<file path="config.mk">
export PLATFORM = sky130hd
export DESIGN_NAME = command_line_tokenizer_unit
export DESIGN_NICKNAME = d
export VERILOG_FILES = /design/src/sv/cltok_pkg.sv /design/src/sv/command_line_tokenizer_unit.sv
export SDC_FILE = /design/constraint.sdc
export NUM_CORES = 1
export LEC_CHECK = 0
export BUFFER_PORTS_ARGS = -buffer_cell sky130_fd_sc_hd__buf_2
export CAP_MARGIN = 10
export CORE_MARGIN = 1
export CORE_UTILIZATION = 56
export DETAILED_ROUTE_END_ITERATION = 8
export PLACE_DENSITY_LB_ADDON = 0.1
export SYNTH_ARGS = -nofsm -noshare
export SYNTH_HDL_FRONTEND = slang
export SYNTH_SLANG_ARGS = --single-unit
</file>
<file path="constraint.sdc">
create_clock -name clk -period 9.1 [get_ports clk]
set_input_delay 1.82 -clock clk [delete_from_list [all_inputs] [get_ports clk]]
set_output_delay 1.82 -clock clk [all_outputs]
set_load 0.03 [all_outputs]
</file>
<file path="src/sv/cltok_pkg.sv">
// ----------------------------------------------------------------------------
// Command line tokenizer package
// Shared codes, character constants and the result record type.
// ----------------------------------------------------------------------------
package cltok_pkg;

  localparam int KIND_W   = 2;
  localparam int DATA_W   = 8;
  localparam int POS_W    = 10;
  localparam int LEN_W    = 11;
  localparam int IDX_W    = 4;
  localparam int STATUS_W = 2;
  localparam int COUNT_W  = 5;
  localparam int MAXTOK_W = 5;
  localparam int CAP_W    = 11;
  localparam int CFG_W    = 11;
  localparam int MODE_W   = 3;

  localparam logic [LEN_W-1:0] LEN_MAX = 11'd2047;

  localparam logic [MODE_W-1:0] MODE_BETWEEN = 3'd0;
  localparam logic [MODE_W-1:0] MODE_BARE    = 3'd1;
  localparam logic [MODE_W-1:0] MODE_QUOTED  = 3'd2;
  localparam logic [MODE_W-1:0] MODE_ESCAPE  = 3'd3;
  localparam logic [MODE_W-1:0] MODE_COMMENT = 3'd4;
  localparam logic [MODE_W-1:0] MODE_ERROR   = 3'd5;

  localparam logic [KIND_W-1:0] KIND_DATA    = 2'd0;
  localparam logic [KIND_W-1:0] KIND_TOKEN   = 2'd1;
  localparam logic [KIND_W-1:0] KIND_SUMMARY = 2'd2;

  localparam logic [STATUS_W-1:0] ST_OK        = 2'd0;
  localparam logic [STATUS_W-1:0] ST_TOO_MANY  = 2'd1;
  localparam logic [STATUS_W-1:0] ST_UNCLOSED  = 2'd2;
  localparam logic [STATUS_W-1:0] ST_TOO_LONG  = 2'd3;

  localparam logic REG_MAX_TOKENS       = 1'b0;
  localparam logic REG_SCRATCH_CAPACITY = 1'b1;

  localparam logic [DATA_W-1:0] CH_NUL    = 8'h00;
  localparam logic [DATA_W-1:0] CH_TAB    = 8'h09;
  localparam logic [DATA_W-1:0] CH_SPACE  = 8'h20;
  localparam logic [DATA_W-1:0] CH_QUOTE  = 8'h22;
  localparam logic [DATA_W-1:0] CH_HASH   = 8'h23;
  localparam logic [DATA_W-1:0] CH_BSLASH = 8'h5c;

  typedef struct packed {
    logic [KIND_W-1:0]   kind;
    logic [DATA_W-1:0]   data_byte;
    logic [POS_W-1:0]    position;
    logic [LEN_W-1:0]    token_length;
    logic [IDX_W-1:0]    token_index;
    logic                quoted;
    logic [STATUS_W-1:0] status;
    logic [COUNT_W-1:0]  token_count;
    logic                line_done;
  } result_t;

endpackage

</file>
<file path="src/sv/command_line_tokenizer_unit.sv">
// ----------------------------------------------------------------------------
// Command line tokenizer
// Splits a zero-terminated command line into bare and quoted tokens.
// ----------------------------------------------------------------------------
// The line enters one byte per item on the input channel (in_valid, in_stall,
// char_code); a zero byte ends the line. Each accepted byte updates the scan
// state in the same cycle and pushes zero, one or two result items into a
// four-entry output queue. Results leave on the output channel (out_valid,
// out_stall and one port per field) in order, each read straight from the
// registered queue entry that holds it.
// The block takes one byte per cycle as long as results are taken; it only
// stalls its input when the queue holds more than two items, so a stalled
// receiver backs up into in_stall and nothing is lost.
// The registers max_tokens and scratch_capacity are written through the
// cfg_write, cfg_index and cfg_data port and take effect from the next byte.
// Reset empties the queue, returns the scan state to between tokens and sets
// max_tokens to 8 and scratch_capacity to 512.
// ----------------------------------------------------------------------------
module command_line_tokenizer_unit #(
  parameter int TOKEN_LIMIT   = 16,
  parameter int SCRATCH_BYTES = 1024,
  parameter int LINE_BYTES    = 1024
) (
  input  logic                             clk,
  input  logic                             rst,
  input  logic                             in_valid,
  output logic                             in_stall,
  input  logic [cltok_pkg::DATA_W-1:0]     char_code,
  output logic                             out_valid,
  input  logic                             out_stall,
  output logic [cltok_pkg::KIND_W-1:0]     kind,
  output logic [cltok_pkg::DATA_W-1:0]     data_byte,
  output logic [cltok_pkg::POS_W-1:0]      position,
  output logic [cltok_pkg::LEN_W-1:0]      token_length,
  output logic [cltok_pkg::IDX_W-1:0]      token_index,
  output logic                             quoted,
  output logic [cltok_pkg::STATUS_W-1:0]   status,
  output logic [cltok_pkg::COUNT_W-1:0]    token_count,
  output logic                             line_done,
  input  logic                             cfg_write,
  input  logic                             cfg_index,
  input  logic [cltok_pkg::CFG_W-1:0]      cfg_data
);
  import cltok_pkg::*;

  localparam int TW   = $clog2(TOKEN_LIMIT + 1);
  localparam int SW   = $clog2(SCRATCH_BYTES + 1);
  localparam int LW   = $clog2(LINE_BYTES);
  localparam int STW  = (LW > SW) ? LW : SW;
  localparam int LIMW = (TW > MAXTOK_W) ? TW : MAXTOK_W;
  localparam int CW   = ((SW > LEN_W) ? SW : LEN_W) + 1;
  localparam int QD   = 4;
  localparam int QPW  = 2;
  localparam int QCW  = 3;

  logic [MAXTOK_W-1:0] max_tokens;
  logic [CAP_W-1:0]    scratch_capacity;

  logic [MODE_W-1:0]   mode, mode_next;
  logic [LW-1:0]       line_position, line_position_next;
  logic [TW-1:0]       tokens_seen, tokens_seen_next;
  logic [SW-1:0]       scratch_used, scratch_used_next;
  logic [STW-1:0]      current_start, current_start_next;
  logic [LEN_W-1:0]    current_length, current_length_next;
  logic [STATUS_W-1:0] latched_error, latched_error_next;

  result_t             res [2];
  logic [1:0]          nres;
  logic                consumed;
  logic [LIMW-1:0]     lim;
  logic [CW-1:0]       cap;
  logic [CW-1:0]       left;
  logic [DATA_W-1:0]   qb;

  result_t             queue [QD];
  logic [QPW-1:0]      wr_ptr, rd_ptr;
  logic [QCW-1:0]      count;
  logic                accept, pop;
  logic [QCW-1:0]      push;

  function automatic result_t make_result(
    input logic [KIND_W-1:0]   k,
    input logic [DATA_W-1:0]   d,
    input logic [POS_W-1:0]    p,
    input logic [LEN_W-1:0]    l,
    input logic [IDX_W-1:0]    i,
    input logic                q,
    input logic [STATUS_W-1:0] s,
    input logic [COUNT_W-1:0]  n,
    input logic                e
  );
    result_t r;
    r.kind         = k;
    r.data_byte    = d;
    r.position     = p;
    r.token_length = l;
    r.token_index  = i;
    r.quoted       = q;
    r.status       = s;
    r.token_count  = n;
    r.line_done    = e;
    return r;
  endfunction

  assign accept   = in_valid && !in_stall;
  assign pop      = out_valid && !out_stall;
  assign in_stall = (count > QCW'(QD - 2));
  assign out_valid = (count != '0);

  always_comb begin
    mode_next           = mode;
    line_position_next  = line_position;
    tokens_seen_next    = tokens_seen;
    scratch_used_next   = scratch_used;
    current_start_next  = current_start;
    current_length_next = current_length;
    latched_error_next  = latched_error;
    res[0]   = '0;
    res[1]   = '0;
    nres     = 2'd0;
    consumed = 1'b0;
    qb       = CH_BSLASH;

    lim = (LIMW'(max_tokens) > LIMW'(TOKEN_LIMIT)) ? LIMW'(TOKEN_LIMIT) : LIMW'(max_tokens);
    cap = (CW'(scratch_capacity) > CW'(SCRATCH_BYTES)) ? CW'(SCRATCH_BYTES)
                                                        : CW'(scratch_capacity);
    left = (cap > CW'(scratch_used)) ? (cap - CW'(scratch_used)) : '0;

    if (mode == MODE_ESCAPE) begin
      if (char_code == CH_QUOTE || char_code == CH_BSLASH) begin
        qb       = char_code;
        consumed = 1'b1;
      end
      if (CW'(current_length_next) < left) begin
        res[nres[0]] = make_result(KIND_DATA, qb,
            POS_W'(CW'(scratch_used) + CW'(current_length_next)),
            '0, '0, 1'b0, ST_OK, '0, 1'b0);
        nres = nres + 2'd1;
      end
      if (current_length_next < LEN_MAX) begin
        current_length_next = current_length_next + LEN_W'(1);
      end
      mode_next = MODE_QUOTED;
    end

    if (char_code == CH_NUL) begin
      if (mode_next == MODE_BARE) begin
        res[nres[0]] = make_result(KIND_TOKEN, '0, POS_W'(current_start),
            current_length_next, IDX_W'(tokens_seen), 1'b0, ST_OK, '0, 1'b0);
        nres = nres + 2'd1;
        tokens_seen_next = tokens_seen + TW'(1);
      end else if (mode_next == MODE_QUOTED) begin
        if (latched_error_next == ST_OK) begin
          latched_error_next = ST_UNCLOSED;
        end
      end
      res[nres[0]] = make_result(KIND_SUMMARY, '0, '0, '0, '0, 1'b0, latched_error_next,
          (latched_error_next != ST_OK) ? '0 : COUNT_W'(tokens_seen_next), 1'b1);
      nres = nres + 2'd1;
      mode_next           = MODE_BETWEEN;
      line_position_next  = '0;
      tokens_seen_next    = '0;
      scratch_used_next   = '0;
      current_start_next  = '0;
      current_length_next = '0;
      latched_error_next  = ST_OK;
    end else begin
      if (!consumed) begin
        case (mode_next)
          MODE_BETWEEN: begin
            if (char_code == CH_SPACE || char_code == CH_TAB) begin
              mode_next = MODE_BETWEEN;
            end else if (char_code == CH_HASH) begin
              mode_next = MODE_COMMENT;
            end else if (LIMW'(tokens_seen) >= lim) begin
              if (latched_error_next == ST_OK) begin
                latched_error_next = ST_TOO_MANY;
              end
              mode_next = MODE_ERROR;
            end else if (char_code == CH_QUOTE) begin
              mode_next           = MODE_QUOTED;
              current_start_next  = STW'(scratch_used);
              current_length_next = '0;
            end else begin
              mode_next           = MODE_BARE;
              current_start_next  = STW'(line_position);
              current_length_next = LEN_W'(1);
            end
          end
          MODE_BARE: begin
            if (char_code == CH_SPACE || char_code == CH_TAB || char_code == CH_HASH) begin
              res[nres[0]] = make_result(KIND_TOKEN, '0, POS_W'(current_start),
                  current_length_next, IDX_W'(tokens_seen), 1'b0, ST_OK, '0, 1'b0);
              nres = nres + 2'd1;
              tokens_seen_next = tokens_seen + TW'(1);
              mode_next = (char_code == CH_HASH) ? MODE_COMMENT : MODE_BETWEEN;
            end else if (current_length_next < LEN_MAX) begin
              current_length_next = current_length_next + LEN_W'(1);
            end
          end
          MODE_QUOTED: begin
            if (char_code == CH_QUOTE) begin
              if (CW'(current_length_next) > left) begin
                if (latched_error_next == ST_OK) begin
                  latched_error_next = ST_TOO_LONG;
                end
                mode_next = MODE_ERROR;
              end else begin
                res[nres[0]] = make_result(KIND_TOKEN, '0, POS_W'(scratch_used),
                    current_length_next, IDX_W'(tokens_seen), 1'b1, ST_OK, '0, 1'b0);
                nres = nres + 2'd1;
                scratch_used_next = SW'(CW'(scratch_used) + CW'(current_length_next));
                tokens_seen_next  = tokens_seen + TW'(1);
                mode_next         = MODE_BETWEEN;
              end
            end else if (char_code == CH_BSLASH) begin
              mode_next = MODE_ESCAPE;
            end else begin
              if (CW'(current_length_next) < left) begin
                res[nres[0]] = make_result(KIND_DATA, char_code,
                    POS_W'(CW'(scratch_used) + CW'(current_length_next)),
                    '0, '0, 1'b0, ST_OK, '0, 1'b0);
                nres = nres + 2'd1;
              end
              if (current_length_next < LEN_MAX) begin
                current_length_next = current_length_next + LEN_W'(1);
              end
            end
          end
          default: begin
            mode_next = mode_next;
          end
        endcase
      end
      if (line_position < LW'(LINE_BYTES - 1)) begin
        line_position_next = line_position + LW'(1);
      end
    end
  end

  assign push = accept ? QCW'(nres) : '0;

  always_ff @(posedge clk) begin
    if (rst) begin
      max_tokens       <= MAXTOK_W'(8);
      scratch_capacity <= CAP_W'(512);
    end else if (cfg_write) begin
      if (cfg_index == REG_MAX_TOKENS) begin
        max_tokens <= cfg_data[MAXTOK_W-1:0];
      end else begin
        scratch_capacity <= cfg_data[CAP_W-1:0];
      end
    end
  end

  always_ff @(posedge clk) begin
    if (rst) begin
      mode           <= MODE_BETWEEN;
      line_position  <= '0;
      tokens_seen    <= '0;
      scratch_used   <= '0;
      current_start  <= '0;
      current_length <= '0;
      latched_error  <= ST_OK;
    end else if (accept) begin
      mode           <= mode_next;
      line_position  <= line_position_next;
      tokens_seen    <= tokens_seen_next;
      scratch_used   <= scratch_used_next;
      current_start  <= current_start_next;
      current_length <= current_length_next;
      latched_error  <= latched_error_next;
    end
  end

  always_ff @(posedge clk) begin
    if (accept && nres != 2'd0) begin
      queue[wr_ptr] <= res[0];
    end
    if (accept && nres == 2'd2) begin
      queue[wr_ptr + QPW'(1)] <= res[1];
    end
  end

  always_ff @(posedge clk) begin
    if (rst) begin
      wr_ptr <= '0;
      rd_ptr <= '0;
      count  <= '0;
    end else begin
      wr_ptr <= wr_ptr + QPW'(push);
      if (pop) begin
        rd_ptr <= rd_ptr + QPW'(1);
      end
      count <= count + push - QCW'(pop);
    end
  end

  assign kind         = queue[rd_ptr].kind;
  assign data_byte    = queue[rd_ptr].data_byte;
  assign position     = queue[rd_ptr].position;
  assign token_length = queue[rd_ptr].token_length;
  assign token_index  = queue[rd_ptr].token_index;
  assign quoted       = queue[rd_ptr].quoted;
  assign status       = queue[rd_ptr].status;
  assign token_count  = queue[rd_ptr].token_count;
  assign line_done    = queue[rd_ptr].line_done;

  a_queue_bound: assert property (@(posedge clk) disable iff (rst)
    count <= QCW'(QD))
    else $error("result queue overflow");

  a_line_end_clears: assert property (@(posedge clk) disable iff (rst)
    (accept && char_code == CH_NUL) |=>
      (mode == MODE_BETWEEN && tokens_seen == '0 && latched_error == ST_OK))
    else $error("line end did not clear the scan state");

  a_error_holds: assert property (@(posedge clk) disable iff (rst)
    (latched_error != ST_OK && !(accept && char_code == CH_NUL)) |=>
      (latched_error == $past(latched_error) && mode == MODE_ERROR))
    else $error("latched error changed before line end");

endmodule

</file>
==> key figures, run 1 <==
Yosys
  • Ys flop type: edfxtp_1
  • Yosys cell types: 83
  • Post-synth EDFFs: 172
  • Cell count after synthesis: 1456
  • Top cells by area, synth: edfxtp_1 (35%), dfxtp_1 (10%), mux4_2 (6.6%)
  • Cell Area, Synth: 14700 µm²
  • Count leader, synth: nor2_1
  • Net Count, Synth: 1557
  • Synthesized flop and latch total: 249
  • Average size of a mapped cell: 10.1 µm²
  • Post-synth ARST share: 0%
  • Yosys warnings: 0
  • Largest area contributor in the netlist: edfxtp_1
  • Synth top area share: 35.1%
  • Commonest cells post-synth: nor2_1 (182), edfxtp_1 (172), nand2_1 (138), a21oi_1 (136), dfxtp_1 (77)
  • Seq/Total Area, Yosys: 45.6%

Route
  • 1st-iter DRT viols: 1393
  • Routed met3 length: 3010 µm
  • Total wire length: 39400 µm
  • Average wire per standard cell: 21.3 µm
  • DRT Pass-1 Iters: 6
  • Residual DRC count: 0
  • DRT antenna net count: 0
  • DRT met1 WL: 17200 µm
  • Vias/cell: 6.34
  • Highest Signal Layer: met4
  • Via Count: 11700
  • Met2 wire len: 18100 µm

Clock tree
  • Maximum clock insertion buffer count: 3
  • Insertion delay to the later sink of the worst-skew pair: 0.54 ns
  • H-Tree Depth: 1
  • Root Buffer: clkbuf_16
  • Number of buffers created by CTS: 27
  • Postcts setup bufs: 0
  • Worst-path clk slew: 0.06 ns
  • Sink Count: 249
  • TritonCTS clock tree: done
  • Hold buffer count at cts: 0
  • Post-cts sizing count: 0

STA
  • Setup TNS: 0 ns
  • Max-slew violation count: 0
  • Least-Margin Pin Slew: 1.10 ns
  • Clock Skews: 0.0203 ns
  • Slew Limit Headroom: 24.6%
  • Highest Clock Rate: 133 MHz
  • Final Hold Viols: 0
  • Final Critical Period: 7.50 ns
  • Final setup fails: 0
  • Fin crit share: 82.5%
  • Unrepaired setup endpoints after global routing: no

Global route
  • Number of global-route vias before repair: 11300
  • GRT Resource Usage Total: 29.9%
  • Initial antenna violation count: 0
  • Largest net degree at the start of global routing: 63
  • First-pass GRT wire length: 62300 µm
  • Grt total ovfl: 0

Final layout
  • Share of layout cells above drive strength 1: 13.3%
  • Antenna Cells: 0
  • P&R area growth vs syn: 9.98%
  • Multi-input logic area: 7500 µm²
  • Fillers: 2055
  • Reg area: 6710 µm²
  • Nets: 1601
  • Fin cells: 1850

Worst setup path
  • Reg-to-reg slack, setup: 1.60 ns
  • CP max FO: 34
  • Crit end category: flip-flop
  • Nature of the critical path startpoint: flip-flop
  • Worst stage delay on the critical path: 0.51 ns
  • Required time of the critical path: 9.26 ns
  • Critical Path Slowest Stage Cell: buf_4
  • Worst EP arrival: 7.67 ns
  • Crit Path Category: flip-flop to flip-flop

Status
  • Run status: finished clean

Placement
  • Placed insts: 1801
  • Hpwl dp: 27800 µm
  • RePlAce Congestion: 0.928
  • Port Buffers: 70

Die
  • Number of core rows: 58
  • Ports: 71
  • DIE WIDTH: 164 µm
  • Initial Utilization: 57.8%
  • Die H: 164 µm
  • Core area: 25500 µm²
  • Die footprint: 26900 µm²

Power
  • Pwr Density: 190 nW/µm²
  • Max VDD drop: 0.148 mV
  • P_leak: 6.05 nW

Worst hold path
  • Class of the worst hold path: flip-flop to flip-flop

Job
  • Max-Cap Viols: 0
## critical path: cells and delay by family, from the launching register on
kind | cells | cell delay [ns]
buffers and inverters | 5 | 1.43
AOI/OAI and AO/OA | 9 | 2.60
and+or+nand+nor | 7 | 1.46
adders and majority gates | 4 | 1.20
DFF | 1 | 0.40
## metrics by stage
step	setup slack (ns)	total power [mW]	util (%)	hold slack (ns)	area [µm²]
after CTS	1.63	3.09	63.5	0.462	16200
after global routing	1.05	3.20	63.5	0.477	16200
final	1.60	3.08	63.5	0.459	16200
after detailed placement	1.68	2.08	60.3	0.454	15400
after floorplan	0.113	1.87	-	0.430	14700
after global placement	1.95	2.08	60.3	0.450	15400
## layer usage
metal / up-vias / track usage [%]
li1: 5468 / -
met2: 517 / 47.7
met4: 0 / 9.51
met3: 78 / 3.54
met1: 5668 / 42.5
met5: - / 0
## report_power, final
part | switching (mW) | internal, mW | leakage (nW)
clock | 0.451 | 0.572 | 0.391
combinational | 0.504 | 0.304 | 3.42
sequential | 0.0276 | 1.22 | 2.25
total | 0.983 | 2.10 | 6.05
## path summary, 6_finish.rpt
path / cells after the start / startpoint / endpoint
min: 2 / scratch_capacity[7] / scratch_capacity[7]
max reg2reg: 25 / scratch_capacity[10] / queue[2][13]
max: 25 / scratch_capacity[10] / queue[2][13]
min reg2reg: 2 / scratch_capacity[7] / scratch_capacity[7]
## registers in the layout (all words and copies together), names as in the netlist, named ones only
name / count
tokens_seen: 5
wr_ptr: 2
latched_error: 2
scratch_capacity: 11
queue: 172
count: 3
rd_ptr: 2
mode: 3
line_position: 10
scratch_used: 11
current_length: 11
max_tokens: 5
current_start: 10
## layout by cell type, fill, tap and decap left out, types with 18 or more instances in the layout
| cell type | n |
|---|---|
| buf_2 | 70 |
| nand3_1 | 48 |
| o21ai_0 | 52 |
| buf_4 | 20 |
| xor2_1 | 18 |
| clkbuf_16 | 27 |
| nand2b_1 | 21 |
| inv_1 | 60 |
| a21oi_1 | 136 |
| edfxtp_1 | 172 |
| nand2_1 | 138 |
| mux2i_1 | 58 |
| mux4_2 | 43 |
| nor2_1 | 182 |
| xnor2_1 | 25 |
| ha_1 | 72 |
| nor2b_1 | 18 |
| nor3_1 | 18 |
| dfxtp_1 | 75 |
## logic make-up after synthesis
group | synth area share, %
adder cells (fa/ha/maj) | 6.67
XOR/XNOR | 2.56
AND/OR/NAND/NOR | 16.5
AO/OA/AOI/OAI | 14.1
buffers and inverters | 3.78
multiplexers | 10.8
flip-flops | 45.6
## cell type report
type,instances,share of cell area (%)
Multi-Input combinational cell,1068,46.4
Clock inverter,19,0.812
Inverter,64,1.48
Sequential cell,249,41.5
Tap cell,330,2.55
Timing Repair Buffer,90,3.09
Clock buffer,30,4.25
Power figures use the tool's default switching activity.
==> run 2, diff against run 1 <==
Settings changed: ABC_AREA set to 1, CORE_UTILIZATION 56 to 57.
Clock period 9.1 ns to 6.06 ns, I/O delays scaled along.
==> key figures, run 2 <==
Die
  • DIE WIDTH: 167 µm
  • Die footprint: 27800 µm²
  • Number of core rows: 59
  • Die H: 167 µm
  • Initial Utilization: 58.8%
  • Core area: 26300 µm²
  • Ports: 71

Worst setup path
  • Critical Path Slowest Stage Cell: fa_1
  • Worst stage delay on the critical path: 0.40 ns
  • Worst EP arrival: 5.88 ns
  • Nature of the critical path startpoint: flip-flop
  • Required time of the critical path: 6.28 ns
  • Crit Path Category: flip-flop to flip-flop
  • CP max FO: 36
  • Crit end category: flip-flop

Yosys
  • Largest area contributor in the netlist: edfxtp_1
  • XOR/XNOR Fraction of Synth Area: 1.57%
  • Cell Area, Synth: 15400 µm²
  • Post-synth EDFFs: 172
  • Yosys cell types: 57
  • Count leader, synth: nand2_1
  • Top cells by area, synth: edfxtp_1 (33%), nand2_1 (10%), dfxtp_1 (10%)
  • Mux share of post-synthesis cell area: 0%
  • Compound-cell area share of the yosys netlist: 17.9%
  • Net Count, Synth: 2095
  • Cell count after synthesis: 1994
  • Average size of a mapped cell: 7.74 µm²
  • Largest family of logic cells by synthesized area: simple AND/OR/NAND/NOR gates
  • Post-synth ARST share: 0%
  • Synth top area share: 33.4%
  • Synthesized flop and latch total: 249
  • Commonest cells post-synth: nand2_1 (413), nor2_1 (238), inv_1 (228), o21ai_0 (224), edfxtp_1 (172)
  • Ys flop type: edfxtp_1
  • Simple-gate share of the synthesized area: 22.2%
  • Yosys warnings: 0
  • Synth Area in Adders: 6.35%
  • Seq/Total Area, Yosys: 43.4%

Power
  • P_leak: 7.35 nW
  • Total power: 4.65 mW
  • Pwr Density: 271 nW/µm²
  • Max VDD drop: 0.214 mV

Global route
  • Largest net degree at the start of global routing: 58
  • Initial antenna violation count: 0
  • Grt total ovfl: 0
  • First-pass GRT wire length: 71300 µm
  • Global routing usage on met3: 3.64%
  • GRT Resource Usage Total: 32.8%
  • Layer with the highest usage: met2
  • Met1 Use GR: 44.7%
  • Number of global-route vias before repair: 13100
  • GR Layer Usage met2: 54.7%

Job
  • Max-Cap Viols: 0

Final layout
  • Antenna Cells: 0
  • Fillers: 2325
  • Reg area: 6710 µm²
  • Commonest cells after routing, fill and taps aside: nand2_1 (405), nor2_1 (237), inv_1 (226)
  • Most common cell after layout, fill and taps aside: nand2_1
  • Share of layout cells above drive strength 1: 11.4%
  • Largest register FFs: 172
  • Largest Register: queue
  • Post-Route Utilization: 65.4%
  • Nets: 2159
  • P&R area growth vs syn: 11.3%
  • Multi-input logic area: 7500 µm²

STA
  • Clock Skews: 0.0338 ns
  • Slew Limit Headroom: 16.0%
  • Worst Slack Setup Final: 0.400 ns
  • Highest Clock Rate: 177 MHz
  • Final Critical Period: 5.66 ns
  • Final setup fails: 0
  • Final Hold Viols: 0
  • Least-Margin Pin Slew: 1.26 ns
  • Fin crit share: 93.4%
  • Max-slew violation count: 0

Clock tree
  • Insertion delay to the later sink of the worst-skew pair: 0.56 ns
  • Root Buffer: clkbuf_16
  • Number of buffers created by CTS: 27
  • H-Tree Depth: 1
  • Worst-path clk slew: 0.06 ns
  • Maximum clock insertion buffer count: 3
  • TritonCTS clock tree: done
  • Sink Count: 249

Route
  • DRT antenna net count: 0
  • Average wire per standard cell: 18.8 µm
  • 1st-iter DRT viols: 1381
  • DRT Pass-1 Iters: 8
  • Vias/cell: 5.81
  • Total wire length: 45500 µm
  • Via Count: 14000
  • Residual DRC count: 4

Placement
  • RePlAce Congestion: 0.924
  • Post-Place Setup Slack: 0.0312 ns
  • Hpwl dp: 32700 µm
  • Port Buffers: 70

Status
  • Failing checks: design-rule violations
  • Run status: complete, but fails checks

Worst hold path
  • Class of the worst hold path: flip-flop to flip-flop
-- run 2: cell count changes after synthesis, sizes merged, moves of 21 or more --
| cell | delta |
|---|---|
| inv | +183 |
| o21ai | +200 |
| nand2b | -21 |
| o22ai | +41 |
| nor2 | +66 |
| mux4 | -43 |
| nand2 | +285 |
| nand3 | +26 |
| mux2i | -58 |
-- run 2: metal layers --
metal / share of wire, % / up-vias
met5: 0 / -
met4: 2.8 / 0
met3: 7.5 / 82
met2: 46 / 575
met1: 43 / 6480
li1: - / 6868
-- run 2: logic make-up after synthesis --
family / after synthesis
adder cells (fa/ha/maj): 76
XOR/XNOR: 26
flip-flops: 249
buffers and inverters: 332
AO/OA/AOI/OAI: 500
AND/OR/NAND/NOR: 811
-- run 2: final timing paths --
path                                           from       endpoint  slack, ns  depth (start not counted)
worst min-delay path                  max_tokens[3]  max_tokens[3]       0.46                          2
worst min register to register        max_tokens[3]  max_tokens[3]       0.46                          2
worst max register to register  scratch_capacity[9]   queue[2][13]       0.40                         32
worst max-delay path            scratch_capacity[9]   queue[2][13]       0.40                         32
-- run 2: critical path: cells and delay by family (launching register included) --
family | cells | cell delay [ns]
compound gates | 7 | 1.05
fa+ha+maj | 4 | 1.16
buf+inv | 6 | 0.92
flops | 1 | 0.32
simple gates | 15 | 1.82
-- run 2: repair_timing --
| item | in CTS | in global routing |
|---|---|---|
| hold buffers | 0 | 0 |
| setup endpoints to repair | 1 | 346 |
| gates resized for setup | 1 | 21 |
| cloned | 0 | 1 |
| setup buffers | 0 | 3 |
| pin swaps | 0 | 4 |
-- run 2: where the power goes --
| group | switching (mW) | internal [mW] | total, mW | leakage, nW |
|---|---|---|---|---|
| logic | 0.924 | 0.354 | 1.28 | 4.66 |
| clock network | 0.680 | 0.818 | 1.50 | 0.376 |
| registers | 0.0429 | 1.83 | 1.88 | 2.31 |
| total | 1.65 | 3.01 | 4.65 | 7.35 |
-- run 2: metrics by stage --
step | instance area [µm²] | TNS [ns] | hold slack, ns | instances
after floorplan | 15500 | 0 | 0.429 | 1994
after global placement | 16300 | 0 | 0.447 | 2360
after detailed placement | 16300 | 0 | 0.457 | 2360
after CTS | 17100 | 0 | 0.468 | 2408
after global routing | 17200 | -0.0278 | 0.508 | 2412
final | 17200 | 0 | 0.465 | 2412
-- run 2: cell type report --
class | instances | area share, %
inverter | 250 | 5.48
timing repair buffer | 116 | 4.85
clock buffer | 34 | 4.08
tap | 335 | 2.44
clock inverter | 14 | 0.466
multi-input combinational | 1413 | 43.6
timing repair inverter | 1 | 0.0291
sequential | 249 | 39.0
==> run 3, diff against run 2 <==
Settings changed: CORE_ASPECT_RATIO set to 0.5, SETUP_SLACK_MARGIN set to 0.02.
==> key figures, run 3 (synthesis results as in run 2) <==
STA
  • Clock Skews: 0.00979 ns
  • Final setup fails: 0
  • Setup TNS: 0 ns
  • Fin crit share: 92.7%
  • Final Hold Viols: 0
  • Max-slew violation count: 0
  • Unrepaired setup endpoints after global routing: no
  • Highest Clock Rate: 178 MHz
  • Slew Limit Headroom: 28.2%
  • Least-Margin Pin Slew: 1.08 ns
  • Final Critical Period: 5.62 ns

Worst hold path
  • Hold path cells: 2
  • Class of the worst hold path: flip-flop to flip-flop

Worst setup path
  • CP max FO: 11
  • CP delay by family, top: simple AND/OR/NAND/NOR gates
  • Nature of the critical path startpoint: flip-flop
  • Critical Path Slowest Stage Cell: fa_1
  • Reg2reg end: count[2]
  • CP bufs+invs: 5
  • Required time of the critical path: 6.49 ns
  • Crit end category: flip-flop
  • WP depth: 39
  • Reg2Reg Launch Point: scratch_capacity[1]
  • Crit Path Category: flip-flop to flip-flop
  • CP dominant cell by count: nand2_1
  • Reg-to-reg slack, setup: 0.44 ns
  • Worst reg-to-reg path cell count: 39
  • Worst stage delay on the critical path: 0.38 ns
  • Worst EP arrival: 6.05 ns
  • Crit. Startpoint: scratch_capacity[1]
  • Setup crit end: count[2]

Route
  • DRT antenna net count: 0
  • DRT Pass-1 Iters: 5
  • 1st-iter DRT viols: 1616
  • Total wire length: 45700 µm
  • Average wire per standard cell: 18.8 µm
  • Residual DRC count: 0
  • Vias/cell: 5.81
  • Via Count: 14100

Clock tree
  • Sink Count: 249
  • Number of buffers created by CTS: 23
  • Worst-path clk slew: 0.07 ns
  • Maximum clock insertion buffer count: 3
  • TritonCTS clock tree: done
  • H-Tree Depth: 1
  • Insertion delay to the later sink of the worst-skew pair: 0.55 ns
  • Root Buffer: clkbuf_16

Global route
  • Number of global-route vias before repair: 12700
  • Initial antenna violation count: 0
  • GRT Resource Usage Total: 32.8%
  • First-pass GRT wire length: 71100 µm
  • Grt total ovfl: 0
  • Largest net degree at the start of global routing: 63

Final layout
  • Share of layout cells above drive strength 1: 11.8%
  • Nets: 2165
  • Most common cell after layout, fill and taps aside: nand2_1
  • Fin cells: 2433
  • Antenna Cells: 0
  • Largest register FFs: 172
  • Largest Register: queue
  • Commonest cells after routing, fill and taps aside: nand2_1 (405), nor2_1 (237), inv_1 (226)
  • P&R area growth vs syn: 11.4%

Placement
  • Port Buffers: 70
  • Hpwl dp: 32600 µm
  • Placed insts: 2389
  • RePlAce Congestion: 0.968

Job
  • Max-Cap Viols: 0

Power
  • Max VDD drop: 0.169 mV
  • Pwr Density: 268 nW/µm²
  • P_leak: 7.38 nW

Die
  • Initial Utilization: 58.2%
  • Die H: 118 µm
  • DIE WIDTH: 235 µm
  • Number of core rows: 42
  • Core area: 26500 µm²
  • Die footprint: 27800 µm²
  • Ports: 71

Status
  • Run status: finished clean
==> run 3: cell type report <==
type | count | area (µm²)
fill | 2285 | 9330
multi-input combinational | 1413 | 7500
sequential | 249 | 6710
inverter | 250 | 943
timing repair buffer | 127 | 878
clock buffer | 28 | 624
tap | 352 | 440
clock inverter | 14 | 110
==> run 3: worst min-delay path by stage <==
stage / start / to
after floorplan: max_tokens[3] / max_tokens[3]
after global placement: max_tokens[0] / max_tokens[0]
after detailed placement: max_tokens[0] / max_tokens[0]
after CTS: max_tokens[0] / max_tokens[0]
after global routing: scratch_capacity[8] / scratch_capacity[8]
final: max_tokens[0] / max_tokens[0]
==> run 3: report_power, final <==
part	internal (mW)	total [mW]	switching, mW
clock network	0.784	1.46	0.677
logic	0.359	1.28	0.925
registers	1.83	1.87	0.0374
==> run 3: worst min-delay path: cells and delay by family, from the launching register on <==
family          cells  cell delay (ns)
flops               1             0.30
buf+inv             1             0.06
compound gates      1             0.06
==> run 3: metrics by stage <==
stage / cell area, µm² / power, mW / utilization [%] / hold slack [ns] / setup slack [ns]
after CTS: 17100 / 4.59 / 64.6 / 0.461 / 0.114
final: 17200 / 4.61 / 64.8 / 0.467 / 0.440
after floorplan: 15500 / 2.80 / - / 0.429 / 0.0707
after global placement: 16400 / 3.16 / 61.8 / 0.447 / 0.155
after global routing: 17200 / 4.81 / 64.8 / 0.503 / 0.0183
after detailed placement: 16400 / 3.16 / 61.8 / 0.451 / 0.0779
==> run 3: layer usage <==
metal | global-route usage, % | share of wire (%) | up-vias
li1 | - | - | 6884
met1 | 48.3 | 46 | 6592
met4 | 7.11 | 1.8 | 0
met3 | 5.56 | 8.9 | 66
met2 | 50.8 | 43 | 601
met5 | 0 | 0 | -
==> run 3: timing repair <==
item | in CTS | in global routing
buffers inserted | 0 | 2
resized for setup | 1 | 21
setup endpoints to repair | 1 | 346
pin swaps | 0 | 3
hold buffers | 0 | 0
gates cloned | 0 | 0
